`config.mk`:
```
export PLATFORM = sky130hd
export DESIGN_NAME = four_voice_sound_mixer_highpass
export DESIGN_NICKNAME = d
export VERILOG_FILES = /design/src/rtl/core/fvsm_pkg.sv /design/src/rtl/core/fvsm_div.sv /design/src/rtl/core/four_voice_sound_mixer_highpass.sv
export SDC_FILE = /design/constraint.sdc
export NUM_CORES = 2
export LEC_CHECK = 0
export BUFFER_PORTS_ARGS = -buffer_cell sky130_fd_sc_hd__buf_4
export CAP_MARGIN = 30
export CORE_MARGIN = 2
export CORE_UTILIZATION = 45
export CTS_CLUSTER_DIAMETER = 120
export DETAILED_ROUTE_END_ITERATION = 6
export SYNTH_ARGS = -nofsm -noshare
export SYNTH_HDL_FRONTEND = slang
export SYNTH_SLANG_ARGS = --single-unit
```
`constraint.sdc`:
```
create_clock -name clk -period 19.25 [get_ports clk]
set_input_delay 1.925 -clock clk [delete_from_list [all_inputs] [get_ports clk]]
set_output_delay 1.925 -clock clk [all_outputs]
set_load 0.02 [all_outputs]
```
`src/rtl/core/fvsm_pkg.sv`:
```
// ----------------------------------------------------------------------------
// fvsm_pkg: shared types and constants for the four-voice sound mixer
// Fixed-point widths, sequencer states and the step bundle between units.
// ----------------------------------------------------------------------------
package fvsm_pkg;

  localparam int PhaseBits  = 24;
  localparam int SampleBits = 16;
  localparam int SamplePer  = 95;
  localparam int OutRate    = 44100;
  localparam int DivBits    = 48;

  typedef enum logic [3:0] {
    ST_IDLE,
    ST_SQ1,
    ST_SQ1_DIV,
    ST_SQ2,
    ST_SQ2_DIV,
    ST_WAVE,
    ST_WAVE_DIV,
    ST_NOISE,
    ST_NOISE_DIV,
    ST_LFSR,
    ST_MIX,
    ST_FILT,
    ST_OUT
  } state_t;

  typedef struct packed {
    logic              start;
    logic [DivBits-1:0] num;
    logic [DivBits-1:0] den;
  } div_req_t;

endpackage

```
`src/rtl/core/fvsm_div.sv`:
```
// ----------------------------------------------------------------------------
// fvsm_div: bit-serial restoring divider
// One quotient bit per cycle; used for every phase increment.
// ----------------------------------------------------------------------------
module fvsm_div (
  input  logic                         clk,
  input  logic                         rst_n,
  input  fvsm_pkg::div_req_t           req,
  output logic                         done,
  output logic [fvsm_pkg::DivBits-1:0] quot
);
  import fvsm_pkg::*;

  logic [DivBits-1:0] q_r, q_nxt;
  logic [DivBits:0]   rem_r, rem_nxt;
  logic [DivBits-1:0] den_r, den_nxt;
  logic [5:0]         cnt_r, cnt_nxt;
  logic               busy_r, busy_nxt;
  logic [DivBits:0]   trial;

  always_comb begin
    q_nxt    = q_r;
    rem_nxt  = rem_r;
    den_nxt  = den_r;
    cnt_nxt  = cnt_r;
    busy_nxt = busy_r;
    trial    = {rem_r[DivBits-1:0], q_r[DivBits-1]};
    if (req.start) begin
      q_nxt    = req.num;
      rem_nxt  = '0;
      den_nxt  = req.den;
      cnt_nxt  = 6'(DivBits);
      busy_nxt = 1'b1;
    end else if (busy_r) begin
      if (trial >= {1'b0, den_r}) begin
        rem_nxt = trial - {1'b0, den_r};
        q_nxt   = {q_r[DivBits-2:0], 1'b1};
      end else begin
        rem_nxt = trial;
        q_nxt   = {q_r[DivBits-2:0], 1'b0};
      end
      cnt_nxt = cnt_r - 6'd1;
      if (cnt_r == 6'd1) busy_nxt = 1'b0;
    end
  end

  always_ff @(posedge clk) begin
    if (!rst_n) begin
      busy_r <= 1'b0;
      cnt_r  <= '0;
    end else begin
      busy_r <= busy_nxt;
      cnt_r  <= cnt_nxt;
    end
    q_r   <= q_nxt;
    rem_r <= rem_nxt;
    den_r <= den_nxt;
  end

  assign done = busy_r && (cnt_r == 6'd1);
  assign quot = q_nxt;
endmodule

```
`src/rtl/core/four_voice_sound_mixer_highpass.sv`:
```
// ----------------------------------------------------------------------------
// four_voice_sound_mixer_highpass: four-voice sound generator with DC block
// Register copy, per-sample sequencer, serial divider and high-pass filter.
// ----------------------------------------------------------------------------
// channel | ports                                   | dir
// in      | in_valid in_ready in_func in_cycles ... | in
// out     | out_valid out_ready out_sample out_last | out
// A write request is served in ST_IDLE; a tick with no sample passes ST_OUT.
// Each sample runs four serial divisions, each after a set-up state (a muted
// voice skips its division), then LFSR steps, mix, filter and a decision state.
// Reset clears all state but the output payload, in_r, fbp_r and the divider
// datapath. A sample waiting on out_ready holds only the filter stage; the
// next request is taken once the last sample is staged.
module four_voice_sound_mixer_highpass (
  input  logic        clk,
  input  logic        rst_n,
  input  logic        in_valid,
  output logic        in_ready,
  input  logic        in_func,
  input  logic [7:0]  in_cycles,
  input  logic [5:0]  in_reg_index,
  input  logic [7:0]  in_reg_data,
  output logic        out_valid,
  input  logic        out_ready,
  output logic signed [15:0] out_sample,
  output logic        out_last
);
  import fvsm_pkg::*;

  state_t st_r, st_nxt;
  logic [7:0]  regs_r [32];
  logic [7:0]  wave_r [16];
  logic [6:0]  rem_r;
  logic [8:0]  acc_r, acc_nxt;
  logic [1:0]  nsmp_r;
  logic [PhaseBits-1:0] ph1_r, ph2_r, phw_r, phn_r;
  logic [14:0] lfsr_r;
  logic [3:0]  steps_r;
  logic signed [17:0] sum_r;
  logic signed [15:0] pin_r, pout_r, in_r;
  logic signed [33:0] fbp_r;
  logic        ov_r;
  logic signed [15:0] os_r;
  logic        ol_r;
  div_req_t    dreq;
  logic        ddone;
  logic [DivBits-1:0] dq;

  fvsm_div u_div (.clk(clk), .rst_n(rst_n), .req(dreq), .done(ddone), .quot(dq));

  // register fields
  logic [3:0]  vol1, vol2, voln;
  logic [10:0] f1, f2, fw;
  logic [1:0]  wcode;
  logic        wave_on;
  logic [3:0]  nsh;
  logic [2:0]  ndc;
  logic [7:0]  ndiv;
  assign vol1 = regs_r[2][7:4];
  assign vol2 = regs_r[7][7:4];
  assign voln = regs_r[17][7:4];
  assign f1 = {regs_r[4][2:0], regs_r[3]};
  assign f2 = {regs_r[9][2:0], regs_r[8]};
  assign fw = {regs_r[14][2:0], regs_r[13]};
  assign wcode = regs_r[12][6:5];
  assign wave_on = regs_r[10][7] && (wcode != 2'd0);
  assign nsh = regs_r[18][7:4];
  assign ndc = regs_r[18][2:0];
  assign ndiv = (ndc == 3'd0) ? 8'd8 : {1'b0, ndc, 4'd0};

  function automatic logic [PhaseBits-1:0] thr(input logic [1:0] d);
    case (d)
      2'd0: thr = 24'h200000;
      2'd1: thr = 24'h400000;
      2'd2: thr = 24'h800000;
      default: thr = 24'hC00000;
    endcase
  endfunction

  // k/15 of full scale, rounded half away from zero
  function automatic logic signed [17:0] lvl15(input logic [3:0] k);
    case (k)
      4'd0:  lvl15 = 18'sd0;
      4'd1:  lvl15 = 18'sd2185;
      4'd2:  lvl15 = 18'sd4369;
      4'd3:  lvl15 = 18'sd6554;
      4'd4:  lvl15 = 18'sd8738;
      4'd5:  lvl15 = 18'sd10923;
      4'd6:  lvl15 = 18'sd13107;
      4'd7:  lvl15 = 18'sd15292;
      4'd8:  lvl15 = 18'sd17476;
      4'd9:  lvl15 = 18'sd19661;
      4'd10: lvl15 = 18'sd21845;
      4'd11: lvl15 = 18'sd24030;
      4'd12: lvl15 = 18'sd26214;
      4'd13: lvl15 = 18'sd28399;
      4'd14: lvl15 = 18'sd30583;
      default: lvl15 = 18'sd32768;
    endcase
  endfunction

  // k/75 of full scale, rounded half away from zero
  function automatic logic signed [17:0] lvl75(input logic [3:0] k);
    case (k)
      4'd0:  lvl75 = 18'sd0;
      4'd1:  lvl75 = 18'sd437;
      4'd2:  lvl75 = 18'sd874;
      4'd3:  lvl75 = 18'sd1311;
      4'd4:  lvl75 = 18'sd1748;
      4'd5:  lvl75 = 18'sd2185;
      4'd6:  lvl75 = 18'sd2621;
      4'd7:  lvl75 = 18'sd3058;
      4'd8:  lvl75 = 18'sd3495;
      4'd9:  lvl75 = 18'sd3932;
      4'd10: lvl75 = 18'sd4369;
      4'd11: lvl75 = 18'sd4806;
      4'd12: lvl75 = 18'sd5243;
      4'd13: lvl75 = 18'sd5680;
      4'd14: lvl75 = 18'sd6117;
      default: lvl75 = 18'sd6554;
    endcase
  endfunction

  // n/20 rounded half away from zero; /5 by reciprocal, exact for |n| < 2^17
  function automatic logic signed [17:0] round_div20(input logic signed [17:0] n);
    logic [17:0] a;
    logic [15:0] z;
    logic [31:0] p;
    begin
      a = n[17] ? 18'(-n) : 18'(n);
      z = 16'((19'(a) + 19'd10) >> 2);
      p = 32'(z) * 32'd26215;
      round_div20 = n[17] ? -18'(p[29:17]) : 18'(p[29:17]);
    end
  endfunction

  logic [PhaseBits-1:0] ph1a, ph2a, phwa;
  logic [PhaseBits:0]   phna;
  logic [4:0]  widx;
  logic [7:0]  wbyte;
  logic [3:0]  wnib;
  logic [3:0]  wmag;
  logic signed [17:0] lv1, lv2, lvw, lvn;
  logic [14:0] lfsr_st;
  logic        lx;
  assign ph1a = ph1_r + dq[PhaseBits-1:0];
  assign ph2a = ph2_r + dq[PhaseBits-1:0];
  assign phwa = phw_r + dq[PhaseBits-1:0];
  assign phna = {1'b0, phn_r} + {1'b0, dq[PhaseBits-1:0]};
  assign widx = phwa[PhaseBits-1 -: 5];
  assign wbyte = wave_r[widx[4:1]];
  assign wnib = (widx[0] ? wbyte[3:0] : wbyte[7:4]) >> (wcode - 2'd1);
  // |2w-15| is always odd
  assign wmag = {wnib[3] ? wnib[2:0] : ~wnib[2:0], 1'b1};
  assign lv1 = lvl15(vol1);
  assign lv2 = lvl15(vol2);
  assign lvw = wnib[3] ? lvl15(wmag) : -lvl15(wmag);
  assign lvn = lvl75(voln);
  assign lx = lfsr_r[0] ^ lfsr_r[1];
  always_comb begin
    lfsr_st = {lx, lfsr_r[14:1]};
    if (regs_r[18][3]) lfsr_st[6] = lx;
  end

  // mix and filter
  logic signed [17:0] mixq;
  logic signed [33:0] fbsh;
  logic signed [17:0] fout;
  logic signed [15:0] fsat;
  assign mixq = round_div20(sum_r);
  assign fbsh = (fbp_r + 34'sd32768) >>> 16;
  assign fout = 18'(in_r) - 18'(pin_r) + 18'(fbsh);
  assign fsat = (fout > 18'sd32767) ? 16'sh7FFF :
                (fout < -18'sd32768) ? 16'sh8000 : 16'(fout);

  assign in_ready = (st_r == ST_IDLE);
  logic acc_in;
  assign acc_in = in_valid && in_ready;

  always_comb begin
    st_nxt = st_r;
    case (st_r)
      ST_IDLE:      if (acc_in && !in_func) st_nxt = ST_OUT;
      ST_SQ1:       st_nxt = ST_SQ1_DIV;
      ST_SQ1_DIV:   if (vol1 == 4'd0 || ddone) st_nxt = ST_SQ2;
      ST_SQ2:       st_nxt = ST_SQ2_DIV;
      ST_SQ2_DIV:   if (vol2 == 4'd0 || ddone) st_nxt = ST_WAVE;
      ST_WAVE:      st_nxt = ST_WAVE_DIV;
      ST_WAVE_DIV:  if (!wave_on || ddone) st_nxt = ST_NOISE;
      ST_NOISE:     st_nxt = ST_NOISE_DIV;
      ST_NOISE_DIV: if (voln == 4'd0) st_nxt = ST_MIX;
                    else if (ddone) st_nxt = ST_LFSR;
      ST_LFSR:      if (steps_r == 4'd0) st_nxt = ST_MIX;
      ST_MIX:       st_nxt = ST_FILT;
      ST_FILT:      if (!ov_r || out_ready) st_nxt = ST_OUT;
      ST_OUT: begin
        if (acc_r >= 9'(SamplePer) && nsmp_r != 2'd3) st_nxt = ST_SQ1;
        else st_nxt = ST_IDLE;
      end
      default:      st_nxt = ST_IDLE;
    endcase
  end

  always_comb begin
    dreq.start = 1'b0;
    dreq.num = '0;
    dreq.den = '0;
    case (st_r)
      ST_SQ1: begin
        dreq.start = vol1 != 4'd0;
        dreq.num = 48'(64'd131072 << PhaseBits);
        dreq.den = 48'((12'd2048 - 12'(f1)) * OutRate);
      end
      ST_SQ2: begin
        dreq.start = vol2 != 4'd0;
        dreq.num = 48'(64'd131072 << PhaseBits);
        dreq.den = 48'((12'd2048 - 12'(f2)) * OutRate);
      end
      ST_WAVE: begin
        dreq.start = wave_on;
        dreq.num = 48'(64'd65536 << PhaseBits);
        dreq.den = 48'((12'd2048 - 12'(fw)) * OutRate);
      end
      ST_NOISE: begin
        dreq.start = voln != 4'd0;
        dreq.num = 48'(64'd4194304 << PhaseBits);
        dreq.den = 48'(40'(ndiv) * 40'(OutRate)) << nsh;
      end
      default: dreq.start = 1'b0;
    endcase
  end

  always_comb begin
    acc_nxt = acc_r;
    if (st_r == ST_IDLE && acc_in && !in_func) acc_nxt = 9'(rem_r) + 9'(in_cycles);
    else if (st_r == ST_SQ1) acc_nxt = acc_r - 9'(SamplePer);
  end

  always_ff @(posedge clk) begin
    if (!rst_n) begin
      st_r <= ST_IDLE;
      for (int i = 0; i < 32; i++) regs_r[i] <= '0;
      for (int i = 0; i < 16; i++) wave_r[i] <= '0;
      rem_r <= '0; acc_r <= '0; nsmp_r <= '0;
      ph1_r <= '0; ph2_r <= '0; phw_r <= '0; phn_r <= '0;
      lfsr_r <= 15'h7FFF; pin_r <= '0; pout_r <= '0;
      ov_r <= 1'b0; steps_r <= '0; sum_r <= '0;
    end else begin
      st_r <= st_nxt;
      acc_r <= acc_nxt;
      if (st_r == ST_FILT && (!ov_r || out_ready)) ov_r <= 1'b1;
      else if (out_ready) ov_r <= 1'b0;
      case (st_r)
        ST_IDLE: if (acc_in) begin
          if (in_func) begin
            if (in_reg_index < 6'd32) regs_r[in_reg_index[4:0]] <= in_reg_data;
            else if (in_reg_index < 6'd48) wave_r[in_reg_index[3:0]] <= in_reg_data;
          end else begin
            nsmp_r <= '0;
          end
        end
        ST_SQ1: sum_r <= '0;
        ST_SQ1_DIV: if (vol1 != 4'd0 && ddone) begin
          ph1_r <= ph1a;
          sum_r <= sum_r + ((ph1a < thr(regs_r[1][7:6])) ? lv1 : -lv1);
        end
        ST_SQ2_DIV: if (vol2 != 4'd0 && ddone) begin
          ph2_r <= ph2a;
          sum_r <= sum_r + ((ph2a < thr(regs_r[6][7:6])) ? lv2 : -lv2);
        end
        ST_WAVE_DIV: if (wave_on && ddone) begin
          phw_r <= phwa;
          sum_r <= sum_r + lvw;
        end
        ST_NOISE_DIV: if (voln != 4'd0 && ddone) begin
          phn_r <= phna[PhaseBits-1:0];
          steps_r <= 4'(dq[DivBits-1:PhaseBits] + 48'(phna[PhaseBits]));
        end
        ST_LFSR: begin
          if (steps_r != 4'd0) begin
            lfsr_r <= lfsr_st;
            steps_r <= steps_r - 4'd1;
          end else begin
            sum_r <= sum_r + (lfsr_r[0] ? -lvn : lvn);
          end
        end
        ST_MIX: begin
          in_r <= 16'(mixq);
          fbp_r <= 34'sd65209 * 34'(pout_r);
        end
        ST_FILT: if (!ov_r || out_ready) begin
          pin_r <= in_r;
          pout_r <= fsat;
          os_r <= fsat;
          ol_r <= !(acc_r >= 9'(SamplePer) && nsmp_r != 2'd2);
          nsmp_r <= nsmp_r + 2'd1;
        end
        ST_OUT: if (st_nxt == ST_IDLE) begin
          // below one period here, whatever the tick
          rem_r <= 7'(acc_r);
        end
        default: ;
      endcase
    end
  end

  assign out_valid = ov_r;
  assign out_sample = os_r;
  assign out_last = ol_r;

`ifndef SYNTHESIS
  a_busy: assert property (@(posedge clk) disable iff (!rst_n)
    out_valid && !out_ready |=> out_valid) else $error("out dropped");
  a_hold: assert property (@(posedge clk) disable iff (!rst_n)
    out_valid && !out_ready |=> $stable(out_sample) && $stable(out_last))
    else $error("out payload changed");
  a_rem: assert property (@(posedge clk) disable iff (!rst_n)
    rem_r < 7'(SamplePer)) else $error("remainder range");
`endif
endmodule
```
* Word level (Yosys, flattened, before mapping)
Memory sizes are Yosys's and may differ from the RTL's.
Cells that the tools add are included.
** Storage, ports and cells
- Register bits :: 406
- Bits in writable memories :: 384
- ROM bits :: 1232
- Input port bits :: 27
- Output and inout bits :: 19
- Memories kept :: 7
** Operators by class
- Add/sub/neg operators :: 29
- Multiply operators :: 6
- $lt $le $gt $ge :: 8
- Equality and inequality tests :: 28
- Shifts and indexed selects :: 2
- Multiplexer cells :: 77
- Bitwise logic cells :: 3
- Reductions and logical operators :: 56
** Memories
- (no name shown) :: words 16, bits a word 16, read ports 1, clocked after memory_dff 0, wr ports 0, RTL line four_voice_sound_mixer_highpass.sv:82 : case (k)
- (no name shown) :: words 16, bits a word 16, read ports 1, clocked after memory_dff 0, wr ports 0, RTL line four_voice_sound_mixer_highpass.sv:82
- (no name shown) :: words 16, bits a word 16, read ports 1, clocked after memory_dff 0, wr ports 0, RTL line four_voice_sound_mixer_highpass.sv:82
- (no name shown) :: words 16, bits a word 16, read ports 1, clocked after memory_dff 0, wr ports 0, RTL line four_voice_sound_mixer_highpass.sv:82
- regs_r :: words 32, bits a word 8, read ports 14, clocked after memory_dff 0, wr ports 32, RTL line four_voice_sound_mixer_highpass.sv:31 : logic [7:0] regs_r [32];
- (no name shown) :: words 16, bits a word 13, read ports 1, clocked after memory_dff 0, wr ports 0, RTL line four_voice_sound_mixer_highpass.sv:104 : case (k)
- +1 memories
** Operators by type and width (count)
- case mux 95 bit (4 select lines) :: 1
- 2-to-1 mux 18 bit :: 9
- multiplier 48 x 14 -> 46 bit, second input constant :: 3
- 2-to-1 mux 24 bit :: 6
- 2-to-1 mux 48 bit :: 3
- case mux 24 bit (3 select lines) :: 2
- negation 18 bit :: 5
- case mux 18 bit (5 select lines) :: 1
- adder 18 bit :: 4
- adder 24 bit :: 3
- case mux 4 bit (13 select lines) :: 1
- >= comparator 49 x 48 -> 1 bit :: 1
- < comparator 24 bit :: 2
- 2-to-1 mux 4 bit :: 12
- << shifter 23 x 4 -> 48 bit :: 1
- subtractor 48 bit :: 1
- subtractor 12 x 11 -> 13 bit, first input constant :: 3
- adder 34 x 17 -> 34 bit, second input constant :: 1
- multiplier 17 x 16 -> 33 bit, first input constant :: 1
- 2-to-1 mux 16 bit :: 2
- multiplier 16 x 15 -> 30 bit, second input constant :: 1
- adder 24 x 24 -> 25 bit :: 1
- logical NOT 4 bit :: 6
- 2-to-1 mux 1 bit :: 24
- other kinds (54) :: 115

* Longest topological paths before layout
An unclocked memory read counts as a cell.
- Depth after elaboration :: 19
- Mapped depth :: 61
- Mapped depth without buffers :: 58

* Modules after synthesis
From an unflattened synthesis, not the netlist that was laid out.
** Unflattened totals
- Cells, all modules :: 6094
- Area, all modules :: 54989.0 um^2
** By module, submodules not included
- four_voice_sound_mixer_highpass :: instances 1, cells an instance 5050, area an instance 45937.8 um^2
- fvsm_div :: instances 1, cells an instance 1044, area an instance 9051.2 um^2

* Worst setup path after synthesis
Ideal clock, no wire load.
- Path type :: register -> register
- Start :: register u_div.den_r[2]
- End :: register sum_r[16]
- Library setup time :: 0.101 ns
- Arrival :: 11.635 ns
- Required time :: 19.149 ns
- Path slack :: 7.514 ns
- Cell stages (with the launch flop) :: 57
- Buffers on the path :: 3
- Clock period less this slack :: 11.736 ns
- Cells stage by stage :: edfxtp_1 -> inv_1 -> ha_1 -> o21a_1 -> o21a_1 -> o21ai_0 -> a21boi_0 -> o21ai_0 -> a311o_1 -> a21boi_0 -> a211oi_1 -> o2111ai_1 -> nand2_1 -> o21ai_1 -> a211oi_1 -> clkbuf_1 -> buf_1 -> a211oi_1 -> [21 not listed] -> o21ai_0 -> ha_1 -> nor2b_1 -> o21ai_0 -> a21boi_0 -> o21ai_0 -> a21boi_0 -> o21ai_0 -> a21boi_0 -> o21ai_0 -> a21boi_0 -> o21ai_0 -> nand2b_1 -> a21o_1 -> a21o_1 -> a31oi_1 -> xor2_1 -> o41ai_1
** On the way
- Longest elaborated chain between the ends :: 16
** RTL lines
- start: declaration :: RTL line fvsm_div.sv:16 : logic [DivBits-1:0] den_r, den_nxt;
- start signal: assignment :: RTL line fvsm_div.sv:57 : den_r <= den_nxt;
- >= comparator 49 x 48 -> 1 bit * :: RTL line fvsm_div.sv:35 : if (trial >= {1'b0, den_r}) begin
- 2-to-1 mux 1 bit * :: RTL line fvsm_div.sv:35
- 2-to-1 mux 48 bit * :: RTL line fvsm_div.sv:34 : end else if (busy_r) begin
- 2-to-1 mux 48 bit * :: RTL line fvsm_div.sv:28 : if (req.start) begin
- via dq[0] :: RTL line four_voice_sound_mixer_highpass.sv:47 : logic [DivBits-1:0] dq;
- adder 24 bit :: RTL line four_voice_sound_mixer_highpass.sv:148 : assign phwa = phw_r + dq[PhaseBits-1:0];
- memory read (16 x 8 bit)
- 2-to-1 mux 4 bit :: RTL line four_voice_sound_mixer_highpass.sv:152 : assign wnib = (widx[0] ? wbyte[3:0] : wbyte[7:4]) >> (wcode - 2'd1);
- right shift 4 x 2 -> 4 bit :: RTL line four_voice_sound_mixer_highpass.sv:152
- NOT 3 bit :: RTL line four_voice_sound_mixer_highpass.sv:154 : assign wmag = {wnib[3] ? wnib[2:0] : ~wnib[2:0], 1'b1};
- 2-to-1 mux 3 bit :: RTL line four_voice_sound_mixer_highpass.sv:154
- memory read (16 x 16 bit)
- negation 18 bit :: RTL line four_voice_sound_mixer_highpass.sv:157 : assign lvw = wnib[3] ? lvl15(wmag) : -lvl15(wmag);
- 2-to-1 mux 18 bit :: RTL line four_voice_sound_mixer_highpass.sv:157
- adder 18 bit :: RTL line four_voice_sound_mixer_highpass.sv:273 : sum_r <= sum_r + lvw;
- 2-to-1 mux 18 bit :: RTL line four_voice_sound_mixer_highpass.sv:271 : ST_WAVE_DIV: if (wave_on && ddone) begin
- case mux 18 bit (5 select lines) * :: RTL line four_voice_sound_mixer_highpass.sv:253 : case (st_r)
- end signal: assignment :: RTL line four_voice_sound_mixer_highpass.sv:269 : sum_r <= sum_r + ((ph2a < thr(regs_r[6][7:6])) ? lv2 : -lv2);
- end signal: assignment :: RTL line four_voice_sound_mixer_highpass.sv:273
- end signal: assignment :: RTL line four_voice_sound_mixer_highpass.sv:284 : sum_r <= sum_r + (lfsr_r[0] ? -lvn : lvn);
- end: declaration :: RTL line four_voice_sound_mixer_highpass.sv:39 : logic signed [17:0] sum_r;
The timed path passes the listed nets; every way through them passes the cells marked *. The select of a mux whose other input is x is not followed.
A chain may end at the register's enable or synchronous reset.

* Worst setup path after layout
Same ends and word-level chain as after synthesis.

==> results.ini <==
[placed_design]
hpwl_um = 101000
place.port_buffers = 45
gp_congestion = 0.929
dp.cells = 7100
pre_cts_ws_ps = 5580
place_area_um2 = 54300

[global_route]
overflow = 0
grt_pass1_vias = 38800
grt_pass1_wl_um = 211000
track_usage = 0.221
antenna_found_initial = 2
grt_max_degree = 72

[power]
power.internal_mw = 2.84
pwr-share-seq = 0.316
switching_share = 0.366
power.leakage_nw = 25.9
ir_drop_uv = 69.7
power.density_nw_per_um2 = 79.4
power_frac_comb = 0.396
p_sw_mw = 1.64
p_total_mw = 4.49
p_clk_frac = 0.288

[route]
drtIter0Drc = 2644
postRouteAntennaNets = 0
vias = 39600
via_per_inst = 5.48
wl_per_cell_um = 18.0
firstDrtPassIters = 6
drcViolationCount = 0
totalWireLength_um = 130000

[final_layout]
fin_cells = 7229
drive_above_1_share = 0.0561
ff_latch_area_um2 = 14300
multi_input_area_um2 = 35100
area.growth.synth_to_final_pct = 8.23
fin_nets = 6741
nFillCells = 10900
fin_util = 0.489
design_area_um2 = 56500

[die]
die_x_um = 345
core_area_um2 = 116000
num_rows = 125
num_io_pins = 46
die_y_um = 345
start_util = 0.451
die_area_um2 = 119000

[clock_tree]
cts.sinks = 566
clk_latency_ps = 630
holdBufCountCts = 0
clkTransAtPathRegs_ps = 60
tritoncts = yes
cts-root-buf = clkbuf_16
post_cts_buffers = 0
cts_resized = 0
cts_inserted_buffers = 69
clockBufferDepth = 3
cts_max_level = 3

[setup_path]
worstSetupPathType = flip-flop to flip-flop
cp.required_ps = 19750
crit_path_frequent_cell = o21ai_0
crit_slowest_cell = nand2_1
critPathArrivalTime_ps = 14420
cpPeakStageDelay_ps = 690
path_max_fanout = 71
startpoint_type = flip-flop
end_kind = flip-flop

[status]
run_status = finished, final reports clean

[sta]
fin_crit_sh = 0.723
setup_slack_ps = 5330
slew_headroom = 0.301
hold_slack_ps = 452
setup_viol = 0
period_minus_slack_ps = 13920
fin_worst_skew_ps = 26.6
hold_violations = 0
max_freq_ghz = 0.0719
finalSetupTns_ps = 0
rsz0062_at_grt = false
tightestPinTransition_ps = 1050
maxSlewViolCount = 0

[yosys]
yosys-top-cells-area = ha_1, edfxtp_1, fa_1
yosys_warnings = 0
syn_inst = 5662
synthesis.nets = 6754
syn-cell-area_um2 = 52200
synth_common_cells = ha_1, inv_1, nand2_1, a21oi_1, nor2_1
ys_types = 109
ys.flop_type = edfxtp_1
yosys.area.top_type_share = 0.186
synth_edf_count = 294
synth_area_per_cell_um2 = 9.23
ys_seq_area_frac = 0.273
ys_ff_latch = 566
synth_most_common_cell = ha_1
synth-async-reset-ratio = 0
yosys.area.top_type = ha_1

[hold_path]
hold_class = flip-flop to flip-flop

[run]
max_cap_violations = 0

## layer usage
| layer | global-route usage | share of wire | vias up |
|---|---|---|---|
| met2 | 0.356 | 0.45 | 754 |
| met4 | 0.0524 | 0.023 | 0 |
| met5 | 0 | 0 | - |
| met1 | 0.316 | 0.49 | 18900 |
| met3 | 0.0281 | 0.046 | 176 |
| li1 | - | - | 19800 |
## kinds of logic after synthesis
kind of cell	Yosys count	share of synthesized area
AND/OR/NAND/NOR	1639	0.151
AO/OA/AOI/OAI	1169	0.142
adder cells (fa/ha/maj)	1066	0.296
buffers and inverters	766	0.0558
flip-flops	566	0.273
XOR/XNOR	334	0.0563
multiplexers	121	0.0257
other	1	0.0000718
## sequential cells by signal, summed over array words and instances, names as in the netlist, 2 cells and up
register	flops
wave_r	128
regs_r	60
u_div.q_r	48
u_div.rem_r	48
u_div.den_r	36
ph1_r	24
ph2_r	24
phn_r	24
phw_r	24
fbp_r	18
sum_r	18
in_r	16
out_sample	16
pin_r	16
pout_r	16
lfsr_r	15
acc_r	9
rem_r	7
u_div.cnt_r	6
st_r	4
steps_r	4
nsmp_r	2
## placed cells by master (no fill, tap or decap), drive strengths merged, types with 46 or more instances in the layout
master and instances:
a211oi 63, a21o 73, a21oi 410, and2 179
and3 54, buf 117, clkbuf 98, dfxtp 272
edfxtp 294, fa 287, ha 778, inv 564
mux2i 98, nand2 496, nand2b 49, nand3 108
nor2 394, nor3 134, o21ai 249, or3 46
xnor2 205, xor2 129
## critical path: cells and delay by family (launching register included)
kind,cells,cell delay (ps)
AOI/OAI and AO/OA,38,8560
xor gates and xnor gates,2,270
adders and majority gates,5,1590
buffers and inverters,4,1020
DFF,1,320
and+or+nand+nor,6,1950
## layout make-up
cell class	count	area share
tap	1524	0.0337
clock buffer	98	0.0358
clock inverter	27	0.00387
sequential	566	0.252
multi-input combinational	4330	0.621
timing repair buffer	117	0.0152
antenna	2	0.0000885
inverter	565	0.0376
## power by group through the flow
stage,Clock (mW),Sequential [mW],Combinational [mW]
5_1_grt,1.37,1.43,2.02
2_1_floorplan,0,1.41,1.34
3_3_place_gp,0,1.44,1.74
3_5_place_dp,0,1.44,1.75
4_1_cts,1.33,1.42,1.78
6_report,1.29,1.42,1.78
## final timing paths
| path | cells past startpoint | start | slack (ps) | to |
|---|---|---|---|---|
| max | 55 | u_div.den_r[2] | 5330 | sum_r[16] |
| min | 2 | pin_r[14] | 450 | pin_r[14] |
| max reg2reg | 55 | u_div.den_r[2] | 5330 | sum_r[16] |
| min reg2reg | 2 | pin_r[14] | 450 | pin_r[14] |
(Power assumes the default switching activity.)
